## config.mk

```make
export PLATFORM = sky130hd
export DESIGN_NAME = parallel_adc_capture_sequencer_unit
export DESIGN_NICKNAME = d
export VERILOG_FILES = /design/src/rtl/core/padc_pkg.sv /design/src/rtl/core/padc_seq.sv /design/src/rtl/core/padc_cfg.sv /design/src/rtl/core/parallel_adc_capture_sequencer_unit.sv
export SDC_FILE = /design/constraint.sdc
export NUM_CORES = 1
export LEC_CHECK = 0
export ABC_AREA = 1
export BUFFER_PORTS_ARGS = -buffer_cell sky130_fd_sc_hd__buf_4
export CORE_MARGIN = 5
export CORE_UTILIZATION = 30
export DETAILED_ROUTE_END_ITERATION = 7
export GPL_TIMING_DRIVEN = 0
export MAX_ROUTING_LAYER = met4
export PLACE_DENSITY = 0.56
export SLEW_MARGIN = 5
export SYNTH_ARGS = -nofsm -noshare
export SYNTH_HDL_FRONTEND = slang
export SYNTH_SLANG_ARGS = --single-unit
```

## constraint.sdc

```tcl
create_clock -name clk_i -period 3.35 [get_ports clk_i]
set_clock_uncertainty 0.05 [all_clocks]
set_input_delay 0 -clock clk_i [delete_from_list [all_inputs] [get_ports clk_i]]
set_output_delay 0 -clock clk_i [all_outputs]
set_load 0.01 [all_outputs]
```

## src/rtl/core/padc_pkg.sv

```systemverilog
// Shared types and constants for the parallel converter capture sequencer.
// No dependencies; imported by padc_seq, padc_cfg and the top level.
`default_nettype none

package padc_pkg;

  localparam int Channels = 8;

  localparam int DataW    = 16;
  localparam int TpuW     = 10;
  localparam int TimeoutW = 16;
  localparam int OsW      = 3;
  localparam int ChanW    = 3;
  localparam int DelayW   = 12;
  localparam int CfgIdxW  = 2;
  localparam int CfgDataW = 16;

  localparam logic [TpuW-1:0]     TpuReset     = 10'd100;
  localparam logic [TimeoutW-1:0] TimeoutReset = 16'd50000;
  localparam logic [OsW-1:0]      OsInvalid    = 3'd7;
  localparam logic [ChanW-1:0]    ChanLast     = 3'd7;

  typedef enum logic [CfgIdxW-1:0] {
    CFG_TICKS_PER_US  = 2'd0,
    CFG_TIMEOUT_LIMIT = 2'd1,
    CFG_OS_RATIO      = 2'd2,
    CFG_RANGE_10V     = 2'd3
  } cfg_idx_e;

  typedef enum logic [1:0] {
    ST_OK        = 2'd0,
    ST_BUSY_TMO  = 2'd1,
    ST_FIRST_TMO = 2'd2
  } status_e;

  typedef enum logic [3:0] {
    PH_IDLE, PH_RST_HI, PH_RST_LO, PH_CA_PRE, PH_CA_LO, PH_CB_PRE, PH_CB_LO,
    PH_CONV_END, PH_BUSY_WAIT, PH_CS_LOW, PH_RD_SETTLE, PH_FRST_WAIT,
    PH_GAP, PH_RD_ACT, PH_HOLD
  } phase_e;

  typedef struct packed {
    logic [TpuW-1:0]     ticks_per_us;
    logic [TimeoutW-1:0] timeout_limit;
    logic [OsW-1:0]      os_ratio;
    logic                range_10v;
  } cfg_t;

  typedef struct packed {
    logic             cs_n;
    logic             rd_n;
    logic             conv_a_n;
    logic             conv_b_n;
    logic             adc_reset;
    logic [OsW-1:0]   os_pins;
    logic             range_pin;
    logic [DataW-1:0] sample_value;
    logic [ChanW-1:0] channel;
    logic             sample_valid;
    logic             done_res;
    status_e          status;
  } res_t;

endpackage

`default_nettype wire

```

## src/rtl/core/padc_seq.sv

```systemverilog
// Capture sequencer state machine: phase, delay and wait counters, channel index.
// Depends on padc_pkg; advances one tick per accepted request.
`default_nettype none

module padc_seq (
  input  wire logic                   clk_i,
  input  wire logic                   rst_ni,
  input  wire logic                   step_i,
  input  wire padc_pkg::cfg_t         cfg_i,
  input  wire logic                   start_req_i,
  input  wire logic                   busy_req_i,
  input  wire logic                   first_data_i,
  input  wire logic [15:0]            data_bus_i,
  output padc_pkg::res_t              res_o
);
  import padc_pkg::*;

  phase_e              phase_q, phase_d;
  logic [DelayW-1:0]   delay_q, delay_d;
  logic [TimeoutW-1:0] wait_q, wait_d;
  logic [ChanW-1:0]    chan_q, chan_d;
  logic                rst_done_q, rst_done_d;

  logic [TpuW-1:0]     tpu;
  logic                two_units;
  logic [TpuW:0]       dly_len;
  logic                dly_last;
  logic                wait_tmo;
  logic                last_chan;

  always_ff @(posedge clk_i or negedge rst_ni) begin
    if (!rst_ni) begin
      phase_q    <= PH_IDLE;
      delay_q    <= '0;
      wait_q     <= '0;
      chan_q     <= '0;
      rst_done_q <= 1'b0;
    end else if (step_i) begin
      phase_q    <= phase_d;
      delay_q    <= delay_d;
      wait_q     <= wait_d;
      chan_q     <= chan_d;
      rst_done_q <= rst_done_d;
    end
  end

  // Delay length in ticks: one or two microsecond units, zero rate reads as one.
  always_comb begin
    tpu       = (cfg_i.ticks_per_us == '0) ? TpuW'(1) : cfg_i.ticks_per_us;
    two_units = (phase_q == PH_RD_SETTLE) || (phase_q == PH_GAP) || (phase_q == PH_HOLD);
    dly_len   = two_units ? {tpu, 1'b0} : {1'b0, tpu};
    dly_last  = ({1'b0, delay_q} + 13'd1) >= {2'b00, dly_len};
    wait_tmo  = wait_q >= cfg_i.timeout_limit;
    last_chan = (({1'b0, chan_q} + 4'd1) >= 4'(Channels)) || (chan_q == ChanLast);
  end

  always_comb begin
    phase_d    = phase_q;
    delay_d    = dly_last ? '0 : delay_q + DelayW'(1);
    wait_d     = wait_q;
    chan_d     = chan_q;
    rst_done_d = rst_done_q;

    res_o              = '0;
    res_o.cs_n         = !(phase_q >= PH_CS_LOW);
    res_o.rd_n         = !((phase_q == PH_RD_SETTLE) || (phase_q == PH_FRST_WAIT) ||
                           (phase_q == PH_RD_ACT) || (phase_q == PH_HOLD));
    res_o.conv_a_n     = (phase_q != PH_CA_LO);
    res_o.conv_b_n     = (phase_q != PH_CB_LO);
    res_o.adc_reset    = (phase_q == PH_RST_HI);
    res_o.os_pins      = (cfg_i.os_ratio == OsInvalid) ? '0 : cfg_i.os_ratio;
    res_o.range_pin    = cfg_i.range_10v;
    res_o.status       = ST_OK;

    case (phase_q)
      PH_IDLE: begin
        delay_d = delay_q;
        if (start_req_i) begin
          chan_d  = '0;
          delay_d = '0;
          wait_d  = '0;
          if (!rst_done_q) begin
            rst_done_d = 1'b1;
            phase_d    = PH_RST_HI;
          end else begin
            phase_d = PH_CA_PRE;
          end
        end
      end
      PH_RST_HI:    if (dly_last) phase_d = PH_RST_LO;
      PH_RST_LO:    if (dly_last) phase_d = PH_CA_PRE;
      PH_CA_PRE:    if (dly_last) phase_d = PH_CA_LO;
      PH_CA_LO:     if (dly_last) phase_d = PH_CB_PRE;
      PH_CB_PRE:    if (dly_last) phase_d = PH_CB_LO;
      PH_CB_LO:     if (dly_last) phase_d = PH_CONV_END;
      PH_CONV_END: begin
        if (dly_last) begin
          phase_d = PH_BUSY_WAIT;
          wait_d  = '0;
        end
      end
      PH_BUSY_WAIT: begin
        delay_d = '0;
        if (!busy_req_i) begin
          phase_d = PH_CS_LOW;
          wait_d  = '0;
        end else if (wait_tmo) begin
          res_o.done_res = 1'b1;
          res_o.status   = ST_BUSY_TMO;
          phase_d        = PH_IDLE;
          wait_d         = '0;
        end else begin
          wait_d = wait_q + TimeoutW'(1);
        end
      end
      PH_CS_LOW:    if (dly_last) phase_d = PH_RD_SETTLE;
      PH_RD_SETTLE: begin
        if (dly_last) begin
          phase_d = PH_FRST_WAIT;
          wait_d  = '0;
        end
      end
      PH_FRST_WAIT: begin
        delay_d = '0;
        if (first_data_i) begin
          res_o.sample_valid = 1'b1;
          res_o.sample_value = data_bus_i;
          chan_d             = ChanW'(1);
          wait_d             = '0;
          if (Channels <= 1) begin
            res_o.done_res = 1'b1;
            phase_d        = PH_IDLE;
          end else begin
            phase_d = PH_GAP;
          end
        end else if (wait_tmo) begin
          res_o.done_res = 1'b1;
          res_o.status   = ST_FIRST_TMO;
          phase_d        = PH_IDLE;
          wait_d         = '0;
        end else begin
          wait_d = wait_q + TimeoutW'(1);
        end
      end
      PH_GAP:       if (dly_last) phase_d = PH_RD_ACT;
      PH_RD_ACT: begin
        if (dly_last) begin
          res_o.sample_valid = 1'b1;
          res_o.sample_value = data_bus_i;
          res_o.channel      = chan_q;
          phase_d            = PH_HOLD;
        end
      end
      PH_HOLD: begin
        if (dly_last) begin
          if (last_chan) begin
            res_o.done_res = 1'b1;
            phase_d        = PH_IDLE;
          end else begin
            chan_d  = chan_q + ChanW'(1);
            phase_d = PH_GAP;
          end
        end
      end
      default: begin
        phase_d = PH_IDLE;
        delay_d = '0;
        wait_d  = '0;
      end
    endcase
  end

endmodule

`default_nettype wire

```

## src/rtl/core/padc_cfg.sv

```systemverilog
// Configuration register file for the capture sequencer (write-only port).
// Depends on padc_pkg for register indexes, widths and reset values.
`default_nettype none

module padc_cfg (
  input  wire logic                     clk_i,
  input  wire logic                     rst_ni,
  input  wire logic                     cfg_we_i,
  input  wire logic [1:0]               cfg_idx_i,
  input  wire logic [15:0]              cfg_data_i,
  output padc_pkg::cfg_t                cfg_o
);
  import padc_pkg::*;

  cfg_t cfg_q, cfg_d;

  always_comb begin
    cfg_d = cfg_q;
    if (cfg_we_i) begin
      case (cfg_idx_e'(cfg_idx_i))
        CFG_TICKS_PER_US:  cfg_d.ticks_per_us  = cfg_data_i[TpuW-1:0];
        CFG_TIMEOUT_LIMIT: cfg_d.timeout_limit = cfg_data_i[TimeoutW-1:0];
        CFG_OS_RATIO:      cfg_d.os_ratio      = cfg_data_i[OsW-1:0];
        CFG_RANGE_10V:     cfg_d.range_10v     = cfg_data_i[0];
        default:           cfg_d = cfg_q;
      endcase
    end
  end

  always_ff @(posedge clk_i or negedge rst_ni) begin
    if (!rst_ni) begin
      cfg_q.ticks_per_us  <= TpuReset;
      cfg_q.timeout_limit <= TimeoutReset;
      cfg_q.os_ratio      <= '0;
      cfg_q.range_10v     <= 1'b0;
    end else begin
      cfg_q <= cfg_d;
    end
  end

  assign cfg_o = cfg_q;

endmodule

`default_nettype wire

```

## src/rtl/core/parallel_adc_capture_sequencer_unit.sv

```systemverilog
// Top level of the parallel converter capture sequencer.
// Depends on padc_pkg, padc_cfg and padc_seq.
//
// Usage:
//   Each request on the input channel is one tick of the converter bus: a
//   start request plus the sampled busy, first-data and 16-bit data pins.
//   Every request yields exactly one result on the output channel with the
//   pin drives for that tick and, where one is taken, a captured sample with
//   its channel number, plus done and status at the end of a sequence.
//   A result appears in the cycle after its request is accepted; one request is
//   taken every cycle unless stalled, set by the single sequencer step between
//   the request and the result register. The next request is taken while a
//   result is still waiting, as long as that result is taken in the same cycle.
//   When the receiver stalls with a result held, input stall rises, the
//   result holds and the sequencer state holds.
//   Reset clears the sequencer to idle with the converter reset pulse still
//   pending, empties the result register and loads the register defaults
//   (100 ticks per microsecond, timeout 50000, oversampling 0, 5 V range).
//   Write configuration only while no sequence is running.
`default_nettype none

module parallel_adc_capture_sequencer_unit (
  input  wire logic        clk_i,
  input  wire logic        rst_ni,
  // configuration write port
  input  wire logic        cfg_we_i,
  input  wire logic [1:0]  cfg_idx_i,
  input  wire logic [15:0] cfg_data_i,
  // request channel
  input  wire logic        in_valid_i,
  output logic             in_stall_o,
  input  wire logic        start_req_i,
  input  wire logic        busy_req_i,
  input  wire logic        first_data_i,
  input  wire logic [15:0] data_bus_i,
  // result channel
  output logic             out_valid_o,
  input  wire logic        out_stall_i,
  output logic             cs_n_o,
  output logic             rd_n_o,
  output logic             conv_a_n_o,
  output logic             conv_b_n_o,
  output logic             adc_reset_o,
  output logic [2:0]       os_pins_o,
  output logic             range_pin_o,
  output logic [15:0]      sample_value_o,
  output logic [2:0]       channel_o,
  output logic             sample_valid_o,
  output logic             done_res_o,
  output logic [1:0]       status_o
);
  import padc_pkg::*;

  cfg_t cfg;
  res_t res_d, res_q;
  logic out_valid_q, out_valid_d;
  logic accept;

  padc_cfg u_cfg (
    .clk_i      (clk_i),
    .rst_ni     (rst_ni),
    .cfg_we_i   (cfg_we_i),
    .cfg_idx_i  (cfg_idx_i),
    .cfg_data_i (cfg_data_i),
    .cfg_o      (cfg)
  );

  // Stall only when the result register is full and the receiver holds it.
  assign in_stall_o = out_valid_q && out_stall_i;
  assign accept     = in_valid_i && !in_stall_o;

  padc_seq u_seq (
    .clk_i        (clk_i),
    .rst_ni       (rst_ni),
    .step_i       (accept),
    .cfg_i        (cfg),
    .start_req_i  (start_req_i),
    .busy_req_i   (busy_req_i),
    .first_data_i (first_data_i),
    .data_bus_i   (data_bus_i),
    .res_o        (res_d)
  );

  // Result register: load on every accepted request, hold while stalled.
  assign out_valid_d = accept || (out_valid_q && out_stall_i);

  always_ff @(posedge clk_i or negedge rst_ni) begin
    if (!rst_ni) begin
      out_valid_q <= 1'b0;
    end else begin
      out_valid_q <= out_valid_d;
    end
  end

  always_ff @(posedge clk_i) begin
    if (accept) begin
      res_q <= res_d;
    end
  end

  assign out_valid_o    = out_valid_q;
  assign cs_n_o         = res_q.cs_n;
  assign rd_n_o         = res_q.rd_n;
  assign conv_a_n_o     = res_q.conv_a_n;
  assign conv_b_n_o     = res_q.conv_b_n;
  assign adc_reset_o    = res_q.adc_reset;
  assign os_pins_o      = res_q.os_pins;
  assign range_pin_o    = res_q.range_pin;
  assign sample_value_o = res_q.sample_value;
  assign channel_o      = res_q.channel;
  assign sample_valid_o = res_q.sample_valid;
  assign done_res_o     = res_q.done_res;
  assign status_o       = res_q.status;

  // A capture happens only with chip select and read both asserted.
  a_capture_on_read : assert property (@(posedge clk_i) disable iff (!rst_ni)
    out_valid_o && sample_valid_o |-> !cs_n_o && !rd_n_o)
    else $error("capture reported outside an active read");

  // An error status is only ever reported on the closing tick.
  a_status_with_done : assert property (@(posedge clk_i) disable iff (!rst_ni)
    out_valid_o && (status_o != ST_OK) |-> done_res_o && !sample_valid_o)
    else $error("error status without done");

  // Conversion and reset strobes never overlap the bus read window.
  a_strobes_quiet : assert property (@(posedge clk_i) disable iff (!rst_ni)
    out_valid_o && !cs_n_o |-> conv_a_n_o && conv_b_n_o && !adc_reset_o)
    else $error("strobe asserted while chip select is low");

  // Results never appear without a request in the previous cycle or a hold.
  a_result_source : assert property (@(posedge clk_i) disable iff (!rst_ni)
    $rose(out_valid_o) |-> $past(in_valid_i && !in_stall_o))
    else $error("result without an accepted request");

endmodule

`default_nettype wire
```

# Word-level counts from Yosys, hierarchy flattened
# Cells that the tools add are included.
dict set report totals {
  register_bits 99
  input_bits 42
  word_cells 146
}
dict set report op_classes {
  n_addsub 5
  magnitude_cmp 4
  n_eq_ne 37
  muxes 48
  bitwise 1
  n_reduce_logical 29
}
# operator count
set op_table {}
lappend op_table {{16-bit 2-to-1 mux} 6}
lappend op_table {{16-bit one-hot mux with 5 select lines} 1}
lappend op_table {{4-bit 2-to-1 mux} 17}
lappend op_table {{4-bit one-hot mux with 15 select lines} 1}
lappend op_table {{16-bit one-hot mux with 2 select lines} 1}
lappend op_table {{4-bit equality test, second input constant} 7}
lappend op_table {{2-bit by 1-bit inequality test with 1-bit output, second input constant} 13}
lappend op_table {{12-bit 2-to-1 mux} 2}
lappend op_table {{3-bit 2-to-1 mux} 8}
lappend op_table {{12-bit one-hot mux with 2 select lines} 1}
lappend op_table {{20-bit 2-to-1 mux} 1}
lappend op_table {{16-bit by 1-bit adder with 16-bit output, second input constant} 1}
lappend op_table {{4-bit by 3-bit equality test with 1-bit output, second input constant} 4}
lappend op_table {{16-bit greater-or-equal comparator} 1}
lappend op_table {{14-bit AND reduction} 1}
lappend op_table {{12-bit by 1-bit adder with 13-bit output, second input constant} 1}
lappend op_table {{13-bit by 11-bit greater-or-equal comparator with 1-bit output} 1}
lappend op_table {{12-bit by 1-bit adder with 12-bit output, second input constant} 1}
lappend op_table {{2-bit AND reduction} 6}
lappend op_table {{12-bit OR reduction} 1}
lappend op_table {{11-bit 2-to-1 mux} 1}
lappend op_table {{10-bit zero test} 1}
lappend op_table {{10-bit 2-to-1 mux} 1}
lappend op_table {{10-bit OR reduction} 1}
lappend op_table {{other kinds (27)} 45}

# Longest topological paths before layout
dict set report depth {
  depth_word 7
  mapped_depth 21
  ltp_nobuf 20
}

# Modules after synthesis
# A second synthesis with hierarchy kept.
dict set report unflattened {
  hier_cells 721
  area_unflattened_um2 5881.9
}
# mod n_inst cells_per_inst area_per_inst_um2 seq_area_each_um2
set modules_own_cells {}
lappend modules_own_cells {padc_seq 1 546 3595.9 900.9}
lappend modules_own_cells {padc_cfg 1 137 1280.0 762.0}
lappend modules_own_cells {parallel_adc_capture_sequencer_unit 1 38 1006.0 985.9}

# Least setup slack after synthesis
# Ideal clock, no wire load.
dict set report synth_path {
  path_kind {flip-flop to flip-flop}
  from {register u_seq.phase_q[0]}
  to {register res_q, in the netlist sample_value_o[10] (data pin)}
  setup_time_ps 252
  t_arrival_ps 2611
  setup_slack_ps 437
  path_stages_with_launch 18
  n_path_buf 2
  cell_sequence {dfrtp_1 inv_1 nand2_1 o21ai_2 clkbuf_1 a21oi_1 ha_1 nand2_1 inv_1 a21oi_1 nand2_1 nor2_1 nand2_1 nand2_1 nand2_4 a21oi_4 buf_6 nor2_2}
}
# item line_no
set synth_rtl {}
lappend synth_rtl {{start: declaration} padc_seq.sv:18} ;# phase_e phase_q, phase_d;
lappend synth_rtl {{start signal: assignment} padc_seq.sv:39} ;# phase_q <= phase_d;
lappend synth_rtl {{end signal: assignment} parallel_adc_capture_sequencer_unit.sv:97} ;# res_q <= res_d;
lappend synth_rtl {{end: declaration} parallel_adc_capture_sequencer_unit.sv:55} ;# res_t res_d, res_q;

==> flow_metrics.tcl <==
set metrics [dict create \
    wirelength_um 13490 \
    core-area_um2 18770 \
    antenna_cells 0 \
    synthTopCellsByArea "dfrtp_1 (25%), edfxtp_1 (17%), nand2_1 (12%)" \
    netlist_area_um2 5724 \
    yosysTopAreaCellShare 0.2536 \
    required_ns 3.41 \
    slew_viol_final 0 \
    dpl.hpwl_um 9933 \
    numCtsBuffers 9 \
    die_w_um 148.1 \
    final_nets 900 \
    critPathArrivalTime_ns 3.10 \
    synth_cell_types 45 \
    drc 0 \
    ios 76 \
    root_buffer "clkbuf_16" \
    synth_cells 698 \
    drt_iter0_drc 272 \
    clk_latency_ns 0.35 \
    ant_nets 0 \
    via_per_inst 4.425 \
    drv_cap 0 \
    ys_warn_count 0 \
    fmax_mhz 329.0 \
    crit_fanout 10 \
    slew_headroom 0.3974 \
    cts_htree_levels 3 \
    grt.total_usage 0.1298 \
    whs_path_depth 3 \
    clkPwrFrac 0.302 \
    hold_class "in2reg" \
    rsz0062_at_grt "no" \
    combPwrFrac 0.310 \
    drive_gt1_frac 0.1947 \
    rows 50 \
    final_common_cell "nand2_1" \
    area_growth_pct 28.98 \
    power_frac_seq 0.388 \
    path_clk_slew_ns 0.07 \
    antenna_found_initial 0 \
    p_sw_uw 1328 \
    die_area_um2 21940 \
    syn_area_per_cell_um2 8.201 \
    port_buffers 75 \
    detail_route.first_pass.iterations 4 \
    cts_sinks 99 \
    yosysTopAreaCell "dfrtp_1" \
    grt_pass1_vias 4638 \
    cts.path.max_buffers 2 \
    status "completed" \
    grt_start_max_net_pins 68 \
    synth-seq-area-share 0.4627 \
    p_per_area_nw_per_um2 535.1 \
    finalSetupViolCount 0 \
    switching_share 0.3361 \
    period_needed_ns 3.040 \
    vdd_drop_max_v 0.0002875 \
    ys_seq_elements 99 \
    grt_pass1_wl_um 22640 \
    hold_viol 0 \
    dieHeight_um 148.1 \
    endpoint_kind "register" \
    r2r_cells 15 \
    power.leakage_uw 0.003603 \
    finalCoreUtilization 0.3934 \
    intPower_uw 2623 \
    grt-ovfl-total 0 \
    vias 4717 \
    final_cell_area_um2 7383 \
    placed_area_um2 6605 \
    initial_utilization 0.3050 \
    path_class "reg2reg" \
    wl_per_cell_um 12.66 \
    cp-start-kind "register" \
    cts_tree "yes" \
    final_cell_mix "nand2_1 (177), inv_1 (114), buf_4 (76), dfrtp_1 (58), nor2_1 (57)" \
    place.gp.congestion 0.8546 \
    whs_ns 0.08005 \
    worst_pin_slew_ns 0.9039 \
    min_period_over_period 0.9073 \
    syn-num-nets 771 \
]
==> power groups by stage <==
stage	registers (uW)	clock network [uW]	logic, uW
3_3_place_gp	1550	0	1170
2_1_floorplan	1540	0	846
5_1_grt	1560	1280	1420
6_report	1530	1190	1230
3_5_place_dp	1560	0	1190
4_1_cts	1530	1230	1240
==> logic make-up (layout without fill, tap and decap cells) <==
kind of cell	count (synthesis)	after routing	synth area share
AO/OA/AOI/OAI	97	97	0.1019
XOR/XNOR	13	13	0.01989
adder cells (fa/ha/maj)	31	31	0.06776
buffers and inverters	134	268	0.09355
flip-flops	99	99	0.4627
multiplexers	1	1	0.001749
AND/OR/NAND/NOR	323	323	0.2525
==> timing repair <==
item,in CTS,in global routing
pin swaps,0,1
gates resized for setup,1,2
setup endpoints to repair,10,39
buffers inserted,0,1
hold buffers,42,0
hold endpoints to repair,110,0
==> state kept, by name, summed over array words and instances, names as in the netlist, 2 cells and up <==
| signal | flops |
|---|---|
| u_cfg.cfg_o | 30 |
| sample_value_o | 16 |
| u_seq.wait_q | 16 |
| u_seq.delay_q | 12 |
| u_seq.phase_q | 4 |
| channel_o | 3 |
| os_pins_o | 3 |
| u_seq.chan_q | 3 |
| status_o | 2 |
==> critical path, stage by stage, from the launching register on <==
cell	delay, ns
dfrtp_1	0.39
ha_1	0.20
nand3_1	0.15
nor2_2	0.14
nand2_1	0.10
nor2_1	0.16
nand3_1	0.11
xor2_1	0.23
inv_1	0.07
ha_1	0.31
a21o_2	0.21
nor2_4	0.17
nand2_4	0.11
a21oi_4	0.17
buf_6	0.18
nor2_2	0.04
==> path summary, 6_finish.rpt <==
path | from | to | slack, ns
setup reg to reg | u_seq.delay_q[0] | sample_value_o[6] | 0.31
min in group asynchronous | rst_ni | u_seq.wait_q[15] | 0.23
hold / removal | in_valid_i | range_pin_o | 0.08
hold reg to reg | u_cfg.cfg_o[9] | u_cfg.cfg_o[9] | 0.44
setup / recovery | u_seq.delay_q[0] | sample_value_o[6] | 0.31
max in group asynchronous | rst_ni | u_seq.chan_q[2] | 2.38
==> cells in the mapped netlist <==
cell / number
a211oi_1: 2
a211oi_4: 1
a21boi_0: 3
a21o_2: 1
a21oi_1: 18
a21oi_4: 1
a221oi_1: 1
a31o_2: 2
a31oi_1: 2
and3_1: 1
buf_6: 4
clkbuf_1: 6
clkinv_1: 1
dfrtp_1: 58
dfstp_2: 9
edfxtp_1: 32
ha_1: 31
inv_1: 114
inv_2: 8
inv_4: 1
mux2i_1: 1
nand2_1: 178
nand2_2: 7
nand2_4: 2
nand3_1: 32
nand3_2: 3
nand3_4: 1
nand3b_1: 1
nand4_1: 8
nand4_2: 1
nor2_1: 58
nor2_2: 14
nor2_4: 5
nor3_1: 8
nor4_1: 2
o211ai_1: 1
o21ai_0: 44
o21ai_1: 10
o21ai_2: 6
o21ai_4: 1
o22ai_1: 4
or2_1: 1
or2_2: 1
xnor2_1: 1
xor2_1: 12
==> layout make-up <==
cell class | instances | area, um^2
Buffer | 9 | 63.81
Clock buffer | 10 | 229.0
Clock inverter | 6 | 112.6
Fill cell | 1935 | 11380
Inverter | 124 | 467.9
Multi-Input combinational cell | 465 | 2557
Sequential cell | 99 | 2649
Tap cell | 234 | 292.8
Timing Repair Buffer | 119 | 1011
==> per-stage QoR <==
stage	cells	TNS [ns]	setup slack, ns	total power (uW)
2_1_floorplan	698	0	0.4371	2387
3_3_place_gp	1007	-1.327	-0.09408	2719
3_5_place_dp	1008	-0.6606	-0.06933	2744
4_1_cts	1065	0	0.05870	4002
5_1_grt	1066	0	0.001220	4250
6_report	1066	0	0.3105	3951
==> routing by layer <==
layer | part of all wire | track usage | wire length, um | vias to the layer above
li1 | - | - | - | 2486
met1 | 0.51 | 0.1785 | 6930 | 2109
met2 | 0.43 | 0.1955 | 5754 | 108
met3 | 0.044 | 0.02681 | 592 | 14
met4 | 0.016 | 0.03603 | 214 | 0
met5 | 0 | - | 0 | -
Power figures use the tool's default switching activity.
